<file path="src/rtl/core/simple_path_enumerator_assert.svh">
// assertion macros for the simple path enumerator
`ifndef SIMPLE_PATH_ENUMERATOR_ASSERT_SVH
`define SIMPLE_PATH_ENUMERATOR_ASSERT_SVH
`ifndef SYNTHESIS
`define SPE_ASSERT_SAME(label, clk, rst_n, cond, expr) \
    label: assert property (@(posedge clk) disable iff (!rst_n) (cond) |-> (expr)) \
        else $error("assertion failed: same cycle implication");
`define SPE_ASSERT_NEXT(label, clk, rst_n, cond, expr) \
    label: assert property (@(posedge clk) disable iff (!rst_n) (cond) |=> (expr)) \
        else $error("assertion failed: next cycle implication");
`else
`define SPE_ASSERT_SAME(label, clk, rst_n, cond, expr)
`define SPE_ASSERT_NEXT(label, clk, rst_n, cond, expr)
`endif
`endif

</file>
<file path="src/rtl/core/spe_pkg.sv">
// shared types and constants for the simple path enumerator
package spe_pkg;

    localparam int SLOTS      = 6;
    localparam int NODE_COUNT = 6;
    localparam int MAX_PATHS  = 64;
    localparam int NODES      = (NODE_COUNT < SLOTS) ? NODE_COUNT : SLOTS;
    localparam int NODE_W     = 3;
    localparam int ROW_W      = 6;
    localparam int DEPTH_W    = 3;
    localparam int CFG_IDX_W  = 3;

    localparam logic [ROW_W-1:0] ADJ_RESET [SLOTS] = '{
        6'd50, 6'd37, 6'd42, 6'd52, 6'd41, 6'd31
    };

    typedef struct packed {
        logic [NODE_W-1:0] start_node;
        logic [NODE_W-1:0] end_node;
    } t_item;

    typedef struct packed {
        logic [2:0]        path_len;
        logic [NODE_W-1:0] node_0;
        logic [NODE_W-1:0] node_1;
        logic [NODE_W-1:0] node_2;
        logic [NODE_W-1:0] node_3;
        logic [NODE_W-1:0] node_4;
        logic [NODE_W-1:0] node_5;
        logic              truncated;
        logic              last_path;
    } t_result;

    typedef struct packed {
        logic init;
        logic step;
        logic finish;
        logic trunc;
        logic load_pend;
    } t_cmd;

    typedef struct packed {
        logic exhausted;
        logic hit;
        logic at_limit;
    } t_stat;

endpackage

</file>
<file path="src/rtl/core/spe_ctrl.sv">
// search controller state machine for the simple path enumerator
module spe_ctrl (
    input  logic          i_clk,
    input  logic          i_rst_n,
    input  logic          i_start,
    output logic          o_busy,
    input  spe_pkg::t_stat i_stat,
    output spe_pkg::t_cmd  o_cmd
);

    localparam logic S_IDLE   = 1'b0;
    localparam logic S_SEARCH = 1'b1;

    logic r_state;
    logic n_state;

    always_comb begin
        n_state = r_state;
        o_cmd   = '0;
        unique case (r_state)
            S_IDLE: begin
                if (i_start) begin
                    o_cmd.init = 1'b1;
                    n_state    = S_SEARCH;
                end
            end
            S_SEARCH: begin
                o_cmd.step = 1'b1;
                if (i_stat.exhausted) begin
                    o_cmd.finish = 1'b1;
                    n_state      = S_IDLE;
                end else if (i_stat.hit) begin
                    if (i_stat.at_limit) begin
                        o_cmd.finish = 1'b1;
                        o_cmd.trunc  = 1'b1;
                        n_state      = S_IDLE;
                    end else begin
                        o_cmd.load_pend = 1'b1;
                    end
                end
            end
            default: n_state = S_IDLE;
        endcase
    end

    always_ff @(posedge i_clk) begin
        if (!i_rst_n) begin
            r_state <= S_IDLE;
        end else begin
            r_state <= n_state;
        end
    end

    assign o_busy = (r_state == S_SEARCH);

endmodule

</file>
<file path="src/rtl/core/spe_datapath.sv">
// search stack, adjacency registers and result registers
module spe_datapath #(
    parameter int MAX_PATHS = spe_pkg::MAX_PATHS
) (
    input  logic                             i_clk,
    input  logic                             i_rst_n,
    input  spe_pkg::t_item                   i_item,
    input  logic                             i_cfg_valid,
    input  logic [spe_pkg::CFG_IDX_W-1:0]    i_cfg_index,
    input  logic [spe_pkg::ROW_W-1:0]        i_cfg_data,
    input  spe_pkg::t_cmd                    i_cmd,
    output spe_pkg::t_stat                   o_stat,
    output logic                             o_strobe,
    output spe_pkg::t_result                 o_result
);

    localparam int CNT_W = $clog2(MAX_PATHS + 1);

    logic [spe_pkg::ROW_W-1:0]   r_adj    [spe_pkg::SLOTS];
    logic [spe_pkg::NODE_W-1:0]  r_stack  [spe_pkg::SLOTS];
    logic [spe_pkg::DEPTH_W-1:0] r_cursor [spe_pkg::SLOTS];
    logic [spe_pkg::DEPTH_W-1:0] r_depth;
    logic [spe_pkg::ROW_W-1:0]   r_mask;
    logic [spe_pkg::NODE_W-1:0]  r_end;
    logic [CNT_W-1:0]            r_count;
    spe_pkg::t_result            r_pend;
    logic                        r_pend_v;
    logic                        r_strobe;
    spe_pkg::t_result            r_result;

    logic [spe_pkg::DEPTH_W-1:0] top;
    logic [spe_pkg::NODE_W-1:0]  v;
    logic [spe_pkg::ROW_W-1:0]   row;
    logic [spe_pkg::DEPTH_W-1:0] cur;
    logic [spe_pkg::ROW_W-1:0]   cand;
    logic                        found;
    logic [spe_pkg::NODE_W-1:0]  j_sel;
    logic                        exhausted;
    logic                        hit;
    logic [spe_pkg::NODE_W-1:0]  nodes [spe_pkg::SLOTS];
    spe_pkg::t_result            path;
    spe_pkg::t_result            single;
    spe_pkg::t_result            word_out;
    logic                        in_range;

    assign top       = r_depth - 1'b1;
    assign v         = r_stack[top];
    assign row       = r_adj[v];
    assign cur       = r_cursor[top];
    assign exhausted = (r_depth == '0);

    always_comb begin
        for (int j = 0; j < spe_pkg::SLOTS; j++) begin
            cand[j] = row[j] && !r_mask[j] && (3'(j) >= cur) && (j < spe_pkg::NODES);
        end
        found = |cand;
        j_sel = '0;
        for (int j = spe_pkg::SLOTS - 1; j >= 0; j--) begin
            if (cand[j]) begin
                j_sel = 3'(j);
            end
        end
    end

    assign hit = !exhausted && found && (j_sel == r_end);

    always_comb begin
        for (int k = 0; k < spe_pkg::SLOTS; k++) begin
            if (3'(k) < r_depth) begin
                nodes[k] = r_stack[k];
            end else if (3'(k) == r_depth) begin
                nodes[k] = r_end;
            end else begin
                nodes[k] = '0;
            end
        end
        path           = '0;
        path.path_len  = r_depth + 1'b1;
        path.node_0    = nodes[0];
        path.node_1    = nodes[1];
        path.node_2    = nodes[2];
        path.node_3    = nodes[3];
        path.node_4    = nodes[4];
        path.node_5    = nodes[5];
        single         = '0;
        single.path_len = 3'd1;
        single.node_0  = i_item.start_node;
    end

    always_comb begin
        word_out           = r_pend_v ? r_pend : '0;
        word_out.truncated = i_cmd.trunc;
        word_out.last_path = i_cmd.finish;
    end

    assign in_range = (i_item.start_node < 3'(spe_pkg::NODES))
                   && (i_item.end_node < 3'(spe_pkg::NODES));

    always_ff @(posedge i_clk) begin
        if (!i_rst_n) begin
            for (int i = 0; i < spe_pkg::SLOTS; i++) begin
                r_adj[i]    <= spe_pkg::ADJ_RESET[i];
                r_cursor[i] <= '0;
            end
            r_depth  <= '0;
            r_mask   <= '0;
            r_count  <= '0;
            r_pend_v <= 1'b0;
            r_strobe <= 1'b0;
        end else begin
            if (i_cfg_valid && (i_cfg_index < 3'(spe_pkg::SLOTS))) begin
                r_adj[i_cfg_index] <= i_cfg_data;
            end
            r_strobe <= i_cmd.finish || (i_cmd.load_pend && r_pend_v);
            if (i_cmd.init) begin
                r_end       <= i_item.end_node;
                r_count     <= '0;
                r_stack[0]  <= i_item.start_node;
                r_cursor[0] <= '0;
                r_pend      <= single;
                if (in_range && (i_item.start_node != i_item.end_node)) begin
                    r_depth  <= 3'd1;
                    r_mask   <= spe_pkg::ROW_W'(1) << i_item.start_node;
                    r_pend_v <= 1'b0;
                end else begin
                    r_depth  <= '0;
                    r_mask   <= '0;
                    r_pend_v <= in_range;
                end
            end else begin
                if (i_cmd.step && !exhausted) begin
                    if (!found) begin
                        r_mask  <= r_mask & ~(spe_pkg::ROW_W'(1) << v);
                        r_depth <= r_depth - 1'b1;
                    end else begin
                        r_cursor[top] <= j_sel + 3'd1;
                        if ((j_sel != r_end) && (r_depth < 3'(spe_pkg::SLOTS))) begin
                            r_stack[r_depth]  <= j_sel;
                            r_cursor[r_depth] <= '0;
                            r_mask            <= r_mask | (spe_pkg::ROW_W'(1) << j_sel);
                            r_depth           <= r_depth + 1'b1;
                        end
                    end
                end
                if (i_cmd.load_pend) begin
                    r_pend   <= path;
                    r_pend_v <= 1'b1;
                    r_count  <= r_count + 1'b1;
                end
            end
        end
    end

    always_ff @(posedge i_clk) begin
        if (i_cmd.finish || i_cmd.load_pend) begin
            r_result <= word_out;
        end
    end

    assign o_stat.exhausted = exhausted;
    assign o_stat.hit       = hit;
    assign o_stat.at_limit  = (r_count == CNT_W'(MAX_PATHS));
    assign o_strobe         = r_strobe;
    assign o_result         = r_result;

endmodule

</file>
<file path="src/rtl/core/simple_path_enumerator.sv">
// top level of the simple path enumerator
// usage:
// raise i_start with a start and end node on i_item while o_busy is low; the word is
// taken at that edge and o_busy stays high until the final result has been decided.
// every simple path from start to end comes out on o_result, one word per path in
// depth-first order (lowest neighbour first), each marked by o_strobe for one cycle.
// the last word of an item has last_path set; with no path it is a single zero-length
// word, with start equal to end the one-node path.
// after MAX_PATHS paths the search stops and the last word carries truncated when a
// further path exists.
// the search loop advances one step at a time, each step a push, a pop or an end-node hit.
// results come one path behind the search, a new word at most every step cycle.
// the receiver cannot stall: a word is taken in the cycle its strobe is high.
// adjacency rows are to be written on the cfg channel (always ready) only while o_busy
// is low; the block itself does not enforce this. indexes past the last row are ignored.
// reset restores the default graph and leaves the block idle with no result pending.
`include "simple_path_enumerator_assert.svh"
module simple_path_enumerator #(
    parameter int MAX_PATHS = spe_pkg::MAX_PATHS
) (
    input  logic                          i_clk,
    input  logic                          i_rst_n,
    input  logic                          i_start,
    output logic                          o_busy,
    input  spe_pkg::t_item                i_item,
    output logic                          o_strobe,
    output spe_pkg::t_result              o_result,
    input  logic                          i_cfg_valid,
    output logic                          o_cfg_ready,
    input  logic [spe_pkg::CFG_IDX_W-1:0] i_cfg_index,
    input  logic [spe_pkg::ROW_W-1:0]     i_cfg_data
);

    spe_pkg::t_cmd  cmd;
    spe_pkg::t_stat stat;

    spe_ctrl u_ctrl (
        .i_clk   (i_clk),
        .i_rst_n (i_rst_n),
        .i_start (i_start),
        .o_busy  (o_busy),
        .i_stat  (stat),
        .o_cmd   (cmd)
    );

    spe_datapath #(
        .MAX_PATHS (MAX_PATHS)
    ) u_datapath (
        .i_clk       (i_clk),
        .i_rst_n     (i_rst_n),
        .i_item      (i_item),
        .i_cfg_valid (i_cfg_valid),
        .i_cfg_index (i_cfg_index),
        .i_cfg_data  (i_cfg_data),
        .i_cmd       (cmd),
        .o_stat      (stat),
        .o_strobe    (o_strobe),
        .o_result    (o_result)
    );

    assign o_cfg_ready = 1'b1;

    `SPE_ASSERT_NEXT(a_busy_after_start, i_clk, i_rst_n, i_start && !o_busy, o_busy)
    `SPE_ASSERT_SAME(a_idle_on_last, i_clk, i_rst_n, o_strobe && o_result.last_path, !o_busy)
    `SPE_ASSERT_SAME(a_busy_on_mid, i_clk, i_rst_n, o_strobe && !o_result.last_path, o_busy)
    `SPE_ASSERT_SAME(a_trunc_is_last, i_clk, i_rst_n, o_strobe && o_result.truncated, o_result.last_path)
    `SPE_ASSERT_SAME(a_empty_is_last, i_clk, i_rst_n, o_strobe && (o_result.path_len == 3'd0), o_result.last_path)

endmodule
</file>
<file path="config.mk">
export PLATFORM = sky130hd
export DESIGN_NAME = simple_path_enumerator
export DESIGN_NICKNAME = d
export VERILOG_FILES = /design/src/rtl/core/spe_pkg.sv /design/src/rtl/core/spe_ctrl.sv /design/src/rtl/core/spe_datapath.sv /design/src/rtl/core/simple_path_enumerator.sv
export VERILOG_INCLUDE_DIRS = /design/src /design/src/rtl/core
export SDC_FILE = /design/constraint.sdc
export NUM_CORES = 1
export LEC_CHECK = 0
export ABC_AREA = 1
export ABC_CLOCK_PERIOD_IN_PS = 5100
export BUFFER_PORTS_ARGS = -buffer_cell sky130_fd_sc_hd__buf_2
export CAP_MARGIN = 5
export CELL_PAD_IN_SITES_DETAIL_PLACEMENT = 0
export CELL_PAD_IN_SITES_GLOBAL_PLACEMENT = 1
export CORE_MARGIN = 1
export CORE_UTILIZATION = 25
export CTS_BUF_LIST = sky130_fd_sc_hd__clkbuf_4 sky130_fd_sc_hd__clkbuf_8
export DETAILED_ROUTE_END_ITERATION = 12
export MAX_ROUTING_LAYER = met4
export PLACE_DENSITY = 0.47
export SYNTH_ARGS = -nofsm -noshare
export SYNTH_HDL_FRONTEND = slang
export SYNTH_SLANG_ARGS = --single-unit
</file>
<file path="constraint.sdc">
create_clock -name i_clk -period 5.1 [get_ports i_clk]
set_input_delay 0.51 -clock i_clk [delete_from_list [all_inputs] [get_ports i_clk]]
set_output_delay 0.51 -clock i_clk [all_outputs]
set_load 0.01 [all_outputs]
</file>
== Word level (Yosys, flattened, before mapping) ==
Memory sizes are Yosys's and may differ from the RTL's.
Index checks and enable logic that the tools add are counted.

* Register bits: 66
* Bits in latches: 0
* RAM bits: 72
* Memory bits (read-only): 0
* Input bits: 19
* Output and inout port bits: 26
* Logic and storage cells: 183
* Memories kept: 3

{| class="wikitable"
|+ Memory list
! memory !! depth !! bits a word !! read ports !! clocked after memory_dff !! wr ports !! RTL line !! RTL
|-
| u_datapath.r_adj || 6 || 6 || 1 || 0 || 6 || spe_datapath.sv:19 || <nowiki>logic [spe_pkg::ROW_W-1:0] r_adj [spe_pkg::SLOTS];</nowiki>
|-
| u_datapath.r_cursor || 6 || 3 || 1 || 0 || 6 || spe_datapath.sv:21 || <nowiki>logic [spe_pkg::DEPTH_W-1:0] r_cursor [spe_pkg::SLOTS];</nowiki>
|-
| u_datapath.r_stack || 6 || 3 || 7 || 0 || 1 || spe_datapath.sv:20 || <nowiki>logic [spe_pkg::NODE_W-1:0] r_stack [spe_pkg::SLOTS];</nowiki>
|}

* Add/sub/neg operators: 4
* Multipliers: 0
* Divide/modulo/power cells: 0
* Magnitude comparators: 16
* Equality and inequality tests: 10
* Shifts and indexed selects: 3
* Mux-type cells: 75
* Bitwise logic cells: 7
* Reductions and logical operators: 42

{| class="wikitable"
|+ Operators with widths
! cell !! number
|-
| 3-bit two-way mux || 31
|-
| 6-bit two-way mux || 6
|-
| 1-bit two-way mux || 32
|-
| 23-bit two-way mux || 1
|-
| 1-bit logical AND || 20
|-
| 20-bit two-way mux || 1
|-
| 1-bit by 3-bit left shift with 6-bit output, first input constant || 3
|-
| 3-bit less-than comparator, second input constant || 4
|-
| 3-bit OR reduction || 4
|-
| 6-bit OR reduction || 2
|-
| 7-bit by 1-bit adder with 7-bit output, second input constant || 1
|-
| 7-bit equality test, second input constant || 1
|-
| 1-bit zero test || 7
|-
| 3-bit by 1-bit adder with 3-bit output, second input constant || 2
|-
| 6-bit bitwise AND || 1
|-
| 2-bit by 3-bit equality test with 1-bit output, first input constant || 2
|-
| 3-bit equality test, first input constant || 2
|-
| 1-bit by 3-bit greater-or-equal comparator with 1-bit output, first input constant || 2
|-
| 2-bit by 3-bit greater-or-equal comparator with 1-bit output, first input constant || 2
|-
| 3-bit greater-or-equal comparator, first input constant || 2
|-
| 1-bit by 3-bit less-than comparator with 1-bit output, first input constant || 2
|-
| 2-bit by 3-bit less-than comparator with 1-bit output, first input constant || 2
|-
| 3-bit less-than comparator, first input constant || 2
|-
| 3-bit != test || 2
|-
| other kinds (16) || 23
|}

== Depth between registers and ports, before layout ==
An unclocked memory read counts as a cell.

* Depth after elaboration: 23
* Depth in mapped cells: 32
* Depth with buffers taken out: 28

== Modules after synthesis ==
From an unflattened synthesis, not the netlist that was laid out.

* Cells, all modules: 1014
* Area total of the unflattened synthesis: 8316.7 µm²

{| class="wikitable"
|+ Modules (own cells, without submodules)
! module !! times used !! cells each !! area an instance (µm²) !! sequential area each (µm²)
|-
| spe_datapath || 1 || 1000 || 8224.1 || 4414.2
|-
| spe_ctrl || 1 || 12 || 81.3 || 20.0
|-
| simple_path_enumerator || 1 || 2 || 11.3 || 0.0
|}

== Worst setup path before layout ==
OpenSTA, ideal clock, no wires.

* Path kind: register to register
* Start: register u_datapath.r_depth[0] (netlist name)
* End: register u_datapath.r_pend[10] (netlist name) (enable)
* Library setup time: 0.399 ns
* Arrival: 4.234 ns
* Required time: 4.701 ns
* Path slack: 0.467 ns
* Stages on the path, launching flop included: 22
* Path buffers: 4
* Period minus slack after synthesis: 4.633 ns
* Cells stage by stage: dfxtp_1 inv_2 buf_2 buf_2 ha_1 buf_6 clkbuf_1 o21ai_0 o211ai_1 o21ai_0 and2b_1 nand3_2 nand2_2 nor2_4 nand2_4 nand2_1 nand2_1 nor2_2 nand3_2 nor3_4 nor2_1 nor2_1

* Cells in the longest elaborated chain, start to end: 18
* Elaborated cells between the ends (all ways): 39
* Classes of those cells: add/sub: 1; order compare: 6; eq/ne: 1; mux: 9; reduce/logical: 19; memory: 3

{| class="wikitable"
|+ Ends and longest elaborated chain
! element !! RTL line !! RTL
|-
| start, declared || spe_datapath.sv:22 || <nowiki>logic [spe_pkg::DEPTH_W-1:0] r_depth;</nowiki>
|-
| start signal, assigned || spe_datapath.sv:134 || <nowiki>r_depth <= r_depth - 1'b1;</nowiki>
|-
| start signal, assigned || spe_datapath.sv:141 || <nowiki>r_depth <= r_depth + 1'b1;</nowiki>
|-
| 3-bit by 1-bit subtractor with 3-bit output || spe_datapath.sv:46 || <nowiki>assign top = r_depth - 1'b1;</nowiki>
|-
| memory 6 x 3 bit || n/a ||
|-
| memory 6 x 6 bit || n/a ||
|-
| 1-bit logical AND (2 in a row) || spe_datapath.sv:54 || <nowiki>cand[j] = row[j] && !r_mask[j] && (3'(j) >= cur) && (j < spe_pkg::NODES);</nowiki>
|-
| 3-bit two-way mux (6 in a row) || spe_datapath.sv:59 || <nowiki>if (cand[j]) begin</nowiki>
|-
| 3-bit equality test || spe_datapath.sv:65 || <nowiki>assign hit = !exhausted && found && (j_sel == r_end);</nowiki>
|-
| 1-bit logical AND || spe_datapath.sv:65 ||
|-
| 3-bit two-way mux || spe_ctrl.sv:32 || <nowiki>end else if (i_stat.hit) begin</nowiki>
|-
| 2-bit two-way mux * || spe_ctrl.sv:29 || <nowiki>if (i_stat.exhausted) begin</nowiki>
|-
| 4-bit two-way mux * || spe_ctrl.sv:20 || <nowiki>unique case (r_state)</nowiki>
|-
| 2-bit nonzero test (no source line) * || n/a ||
|-
| 2-bit AND reduction (no source line) * || n/a ||
|-
| end signal, assigned || spe_datapath.sv:120 || <nowiki>r_pend <= single;</nowiki>
|-
| end signal, assigned || spe_datapath.sv:146 || <nowiki>r_pend <= path;</nowiki>
|-
| end, declared || spe_datapath.sv:26 || <nowiki>spe_pkg::t_result r_pend;</nowiki>
|}

Every way passes the cells marked *; elsewhere a longest branch is shown, timed or not.
A chain may end at the register's enable or synchronous reset.

== Worst setup path in the final report ==
* Start: register u_datapath.r_depth[0] (netlist name)
* End: memory u_datapath.r_stack[5][1] (netlist name), data pin

* Cells in the longest elaborated chain, start to end: 21
* Elaborated cells between the ends (all ways): 43
* Classes of those cells: add/sub: 1; order compare: 7; eq/ne: 1; mux: 13; reduce/logical: 18; memory: 3

{| class="wikitable"
|+ Ends and longest elaborated chain
! element !! RTL line !! RTL
|-
| 3-bit by 1-bit subtractor with 3-bit output || spe_datapath.sv:46 ||
|-
| memory 6 x 3 bit || n/a ||
|-
| memory 6 x 6 bit || n/a ||
|-
| 1-bit logical AND (2 in a row) || spe_datapath.sv:54 ||
|-
| 3-bit two-way mux (6 in a row) || spe_datapath.sv:59 ||
|-
| 3-bit != test || spe_datapath.sv:137 || <nowiki>if ((j_sel != r_end) && (r_depth < 3'(spe_pkg::SLOTS))) begin</nowiki>
|-
| 1-bit logical AND || spe_datapath.sv:137 ||
|-
| 1-bit two-way mux || spe_datapath.sv:137 ||
|-
| 1-bit two-way mux || spe_datapath.sv:132 || <nowiki>if (!found) begin</nowiki>
|-
| 1-bit two-way mux || spe_datapath.sv:131 || <nowiki>if (i_cmd.step && !exhausted) begin</nowiki>
|-
| 1-bit two-way mux || spe_datapath.sv:115 || <nowiki>if (i_cmd.init) begin</nowiki>
|-
| 1-bit two-way mux || spe_datapath.sv:100 || <nowiki>if (!i_rst_n) begin</nowiki>
|-
| 1-bit two-way mux (not written as such) || spe_datapath.sv:138 || <nowiki>r_stack[r_depth] <= j_sel;</nowiki>
|-
| 3-bit OR reduction (no source line) || n/a ||
|-
| 3-bit two-way mux (no source line) * || n/a ||
|-
| end, declared || spe_datapath.sv:20 ||
|}

Marks and branches as above.

==> flow_metrics.env <==
export IMPL_status="completed"
export IMPL_setup_viol=0
export IMPL_syn_area_um2=8330
export IMPL_clock_sinks=162
export IMPL_fin_util_pct=29.2
export IMPL_die_area_um2=34100
export IMPL_post_cts_setup_buffer_count=0
export IMPL_cp_required_ns=5.24
export IMPL_die_w_um=185
export IMPL_core_um2=32600
export IMPL_drt_total_wl_mm=23.9
export IMPL_overflow=0
export IMPL_path_max_fanout=30
export IMPL_p_leak_nw=4.34
export IMPL_diodes=0
export IMPL_layout_common_cells="343 x nand2_1, 143 x inv_1, 119 x edfxtp_1"
export IMPL_routedLengthMet1_mm=11.3
export IMPL_synth_seq_cells=162
export IMPL_synth_area_per_cell_um2=8.25
export IMPL_timing_hold_ws_ns=0.246
export IMPL_slew_headroom_pct=26.1
export IMPL_grt_pass1_wl_mm=37.5
export IMPL_fmax_ghz=0.228
export IMPL_ys_seq_area_share_pct=53.2
export IMPL_fin_nets=1113
export IMPL_initial_core_util_pct=25.5
export IMPL_cts_resized=0
export IMPL_synth_distinct_cells=43
export IMPL_top_layer="met4"
export IMPL_cts_tree="done"
export IMPL_ant_nets=0
export IMPL_wire_per_inst_um=15.6
export IMPL_grt_max_degree=35
export IMPL_cts_max_level=4
export IMPL_routed_via_count=6403
export IMPL_cts_hold_buf=0
export IMPL_synth_ff_type="edfxtp_1"
export IMPL_dr_pass1_iters=7
export IMPL_drtIter0Drc=381
export IMPL_clockBufferDepth=2
export IMPL_async_flop_share_pct=0
export IMPL_grt_usage_pct=15.5
export IMPL_cts_buffers=17
export IMPL_grt_pass1_vias=6559
export IMPL_drv_cap=0
export IMPL_rsz0062_at_grt="no"
export IMPL_cp_start_kind="register"
export IMPL_drc=0
export IMPL_report_final_slew_viol_count=0
export IMPL_io_buffers=43
export IMPL_final_common_cell="nand2_1"
export IMPL_finalCritPeriodShare_pct=85.9
export IMPL_rows=66
export IMPL_dp_hpwl_mm=18.3
export IMPL_met3_length_um=699
export IMPL_synth_edf_count=119
export IMPL_tightest_slew_ns=1.10
export IMPL_met2_wirelength_mm=11.5
export IMPL_insertion_delay_ns=0.50
export IMPL_hold_violations=0
export IMPL_arrival_ns=4.52
export IMPL_dieHeight_um=185
export IMPL_via_per_inst=4.17
export IMPL_antenna_found_initial=0
export IMPL_hold_path_class="primary input to register"
export IMPL_skew_ns=0.0250
export IMPL_area_delta_synth_final_pct=14.3
export IMPL_setup_tns_ns=0
export IMPL_peakVddDrop_v=0.000151
export IMPL_ios=45
export IMPL_layout_drive_gt1_share_pct=12.5
export IMPL_gp_congestion=0.835
export IMPL_setup_worst_path_end_class="register"
export IMPL_path_class="register to register"
export IMPL_yosys_warnings=0
export IMPL_power_density_nw_per_um2=375
export IMPL_clk_pin_slew_ns=0.09
export IMPL_syn_inst=1009
export IMPL_cts_root_buf="clkbuf_8"
export IMPL_final_min_clock_period_ns=4.38
[sequential cells by signal, summed over array words and instances (netlist names)]
register             cells
u_datapath.o_result     23
u_datapath.r_count       7
u_datapath.r_depth       3
u_datapath.r_mask        6
u_datapath.r_end         3
u_datapath.o_strobe      1
u_ctrl.o_busy            1
u_datapath.r_cursor     24
u_datapath.r_stack      24
u_datapath.r_pend_v      1
u_datapath.r_adj        48
u_datapath.r_pend       21
[worst paths after layout]
check / start / end / slack, ns / cells past startpoint
setup / recovery: u_datapath.r_depth[0]$_SDFFE_PN0P_ / u_datapath.r_stack[5][1]$_DFFE_PP_ / 0.72 / 23
hold / removal: i_item[0] / u_datapath.r_end[0]$_DFFE_PP_ / 0.25 / 1
setup reg to reg: u_datapath.r_depth[0]$_SDFFE_PN0P_ / u_datapath.r_stack[5][1]$_DFFE_PP_ / 0.72 / 23
hold reg to reg: u_datapath.r_cursor[7][0]$_SDFFE_PP0P_ / u_datapath.r_cursor[7][0]$_SDFFE_PP0P_ / 0.46 / 2
[layer usage]
layer  track usage (%)  up-vias
li1                  -     3340
met2              25.6      106
met4              4.80        0
met5                 -        -
met1              18.9     2936
met3              3.00       21
[metrics by stage]
step                      cell area [um^2]  cells  power (mW)  setup slack (ns)
after floorplan                       8390   1026        2.35             0.467
after global placement                9160   1505        2.73             0.788
after detailed placement              9160   1505        2.71             0.651
after CTS                             9520   1537        3.63             0.621
after global routing                  9520   1537        3.81             0.264
final                                 9520   1537        3.57             0.719
[critical path, stage by stage, from the launching register on]
cell	delay [ns]
dfxtp_1	0.33
inv_2	0.21
ha_1	0.30
buf_4	0.22
nand3_1	0.17
nand3_2	0.20
nand2_2	0.14
buf_12	0.18
nand2_1	0.08
nand2_1	0.07
nand2_1	0.05
nand2_1	0.09
nand2_1	0.07
nand3_2	0.11
nand2_2	0.08
nor2_4	0.21
nand2_4	0.09
nand2_1	0.07
nand2_1	0.06
nor2_2	0.09
nand3_2	0.12
nand2_2	0.13
nor2_1	0.09
o21ai_0	0.86
[Yosys cell counts (2+ instances only)]
library cell  count  area [um^2]
dfxtp_1          43          861
nor4_1            3         18.8
clkinv_1          2         7.51
buf_6             5         56.3
nand3b_1          9         67.6
o31ai_1           3         22.5
edfxtp_1        119         3570
xor2_1            2         17.5
a31o_2            2         17.5
nand4_1           3         18.8
nor2_1           89          334
clkbuf_1          7         26.3
nor2_4            2         22.5
a31oi_1           3         18.8
nand2_1         343         1290
buf_2             7         35.0
nand3_1          45          225
xnor2_1           7         61.3
nand2_2          11         68.8
inv_1           143          537
ha_1             12          150
nand3_2          12          120
nor2_2            3         18.8
buf_1             2         7.51
buf_4             6         45.0
inv_2             5         18.8
o21ai_0          42          210
nor3_1            3         15.0
o21ai_1           9         45.0
conb_1            2         7.51
a21oi_1          48          240
o22ai_1           4         25.0
nand2_4           3         33.8
[power breakdown]
group          switching [mW]  leakage, nW  internal (mW)
Clock                   0.514        0.176          0.395
Sequential             0.0414         1.49           1.50
Combinational           0.766         2.68          0.349
[final cells by class]
type | instances | area, um^2
fill | 3561 | 23100
multi-input combinational | 687 | 3230
clock buffer | 19 | 249
inverter | 150 | 563
sequential | 162 | 4430
timing repair buffer | 64 | 385
clock inverter | 13 | 111
tap | 442 | 553
[kinds of logic after synthesis]
logic type	count (synthesis)	share of synthesized area [%]
AO/OA/AOI/OAI	116	7.54
XOR/XNOR	11	1.34
adder cells (fa/ha/maj)	12	1.80
buffers and inverters	177	8.80
flip-flops	162	53.2
other	2	0.0902
AND/OR/NAND/NOR	529	27.2
(Power assumes the default switching activity.)
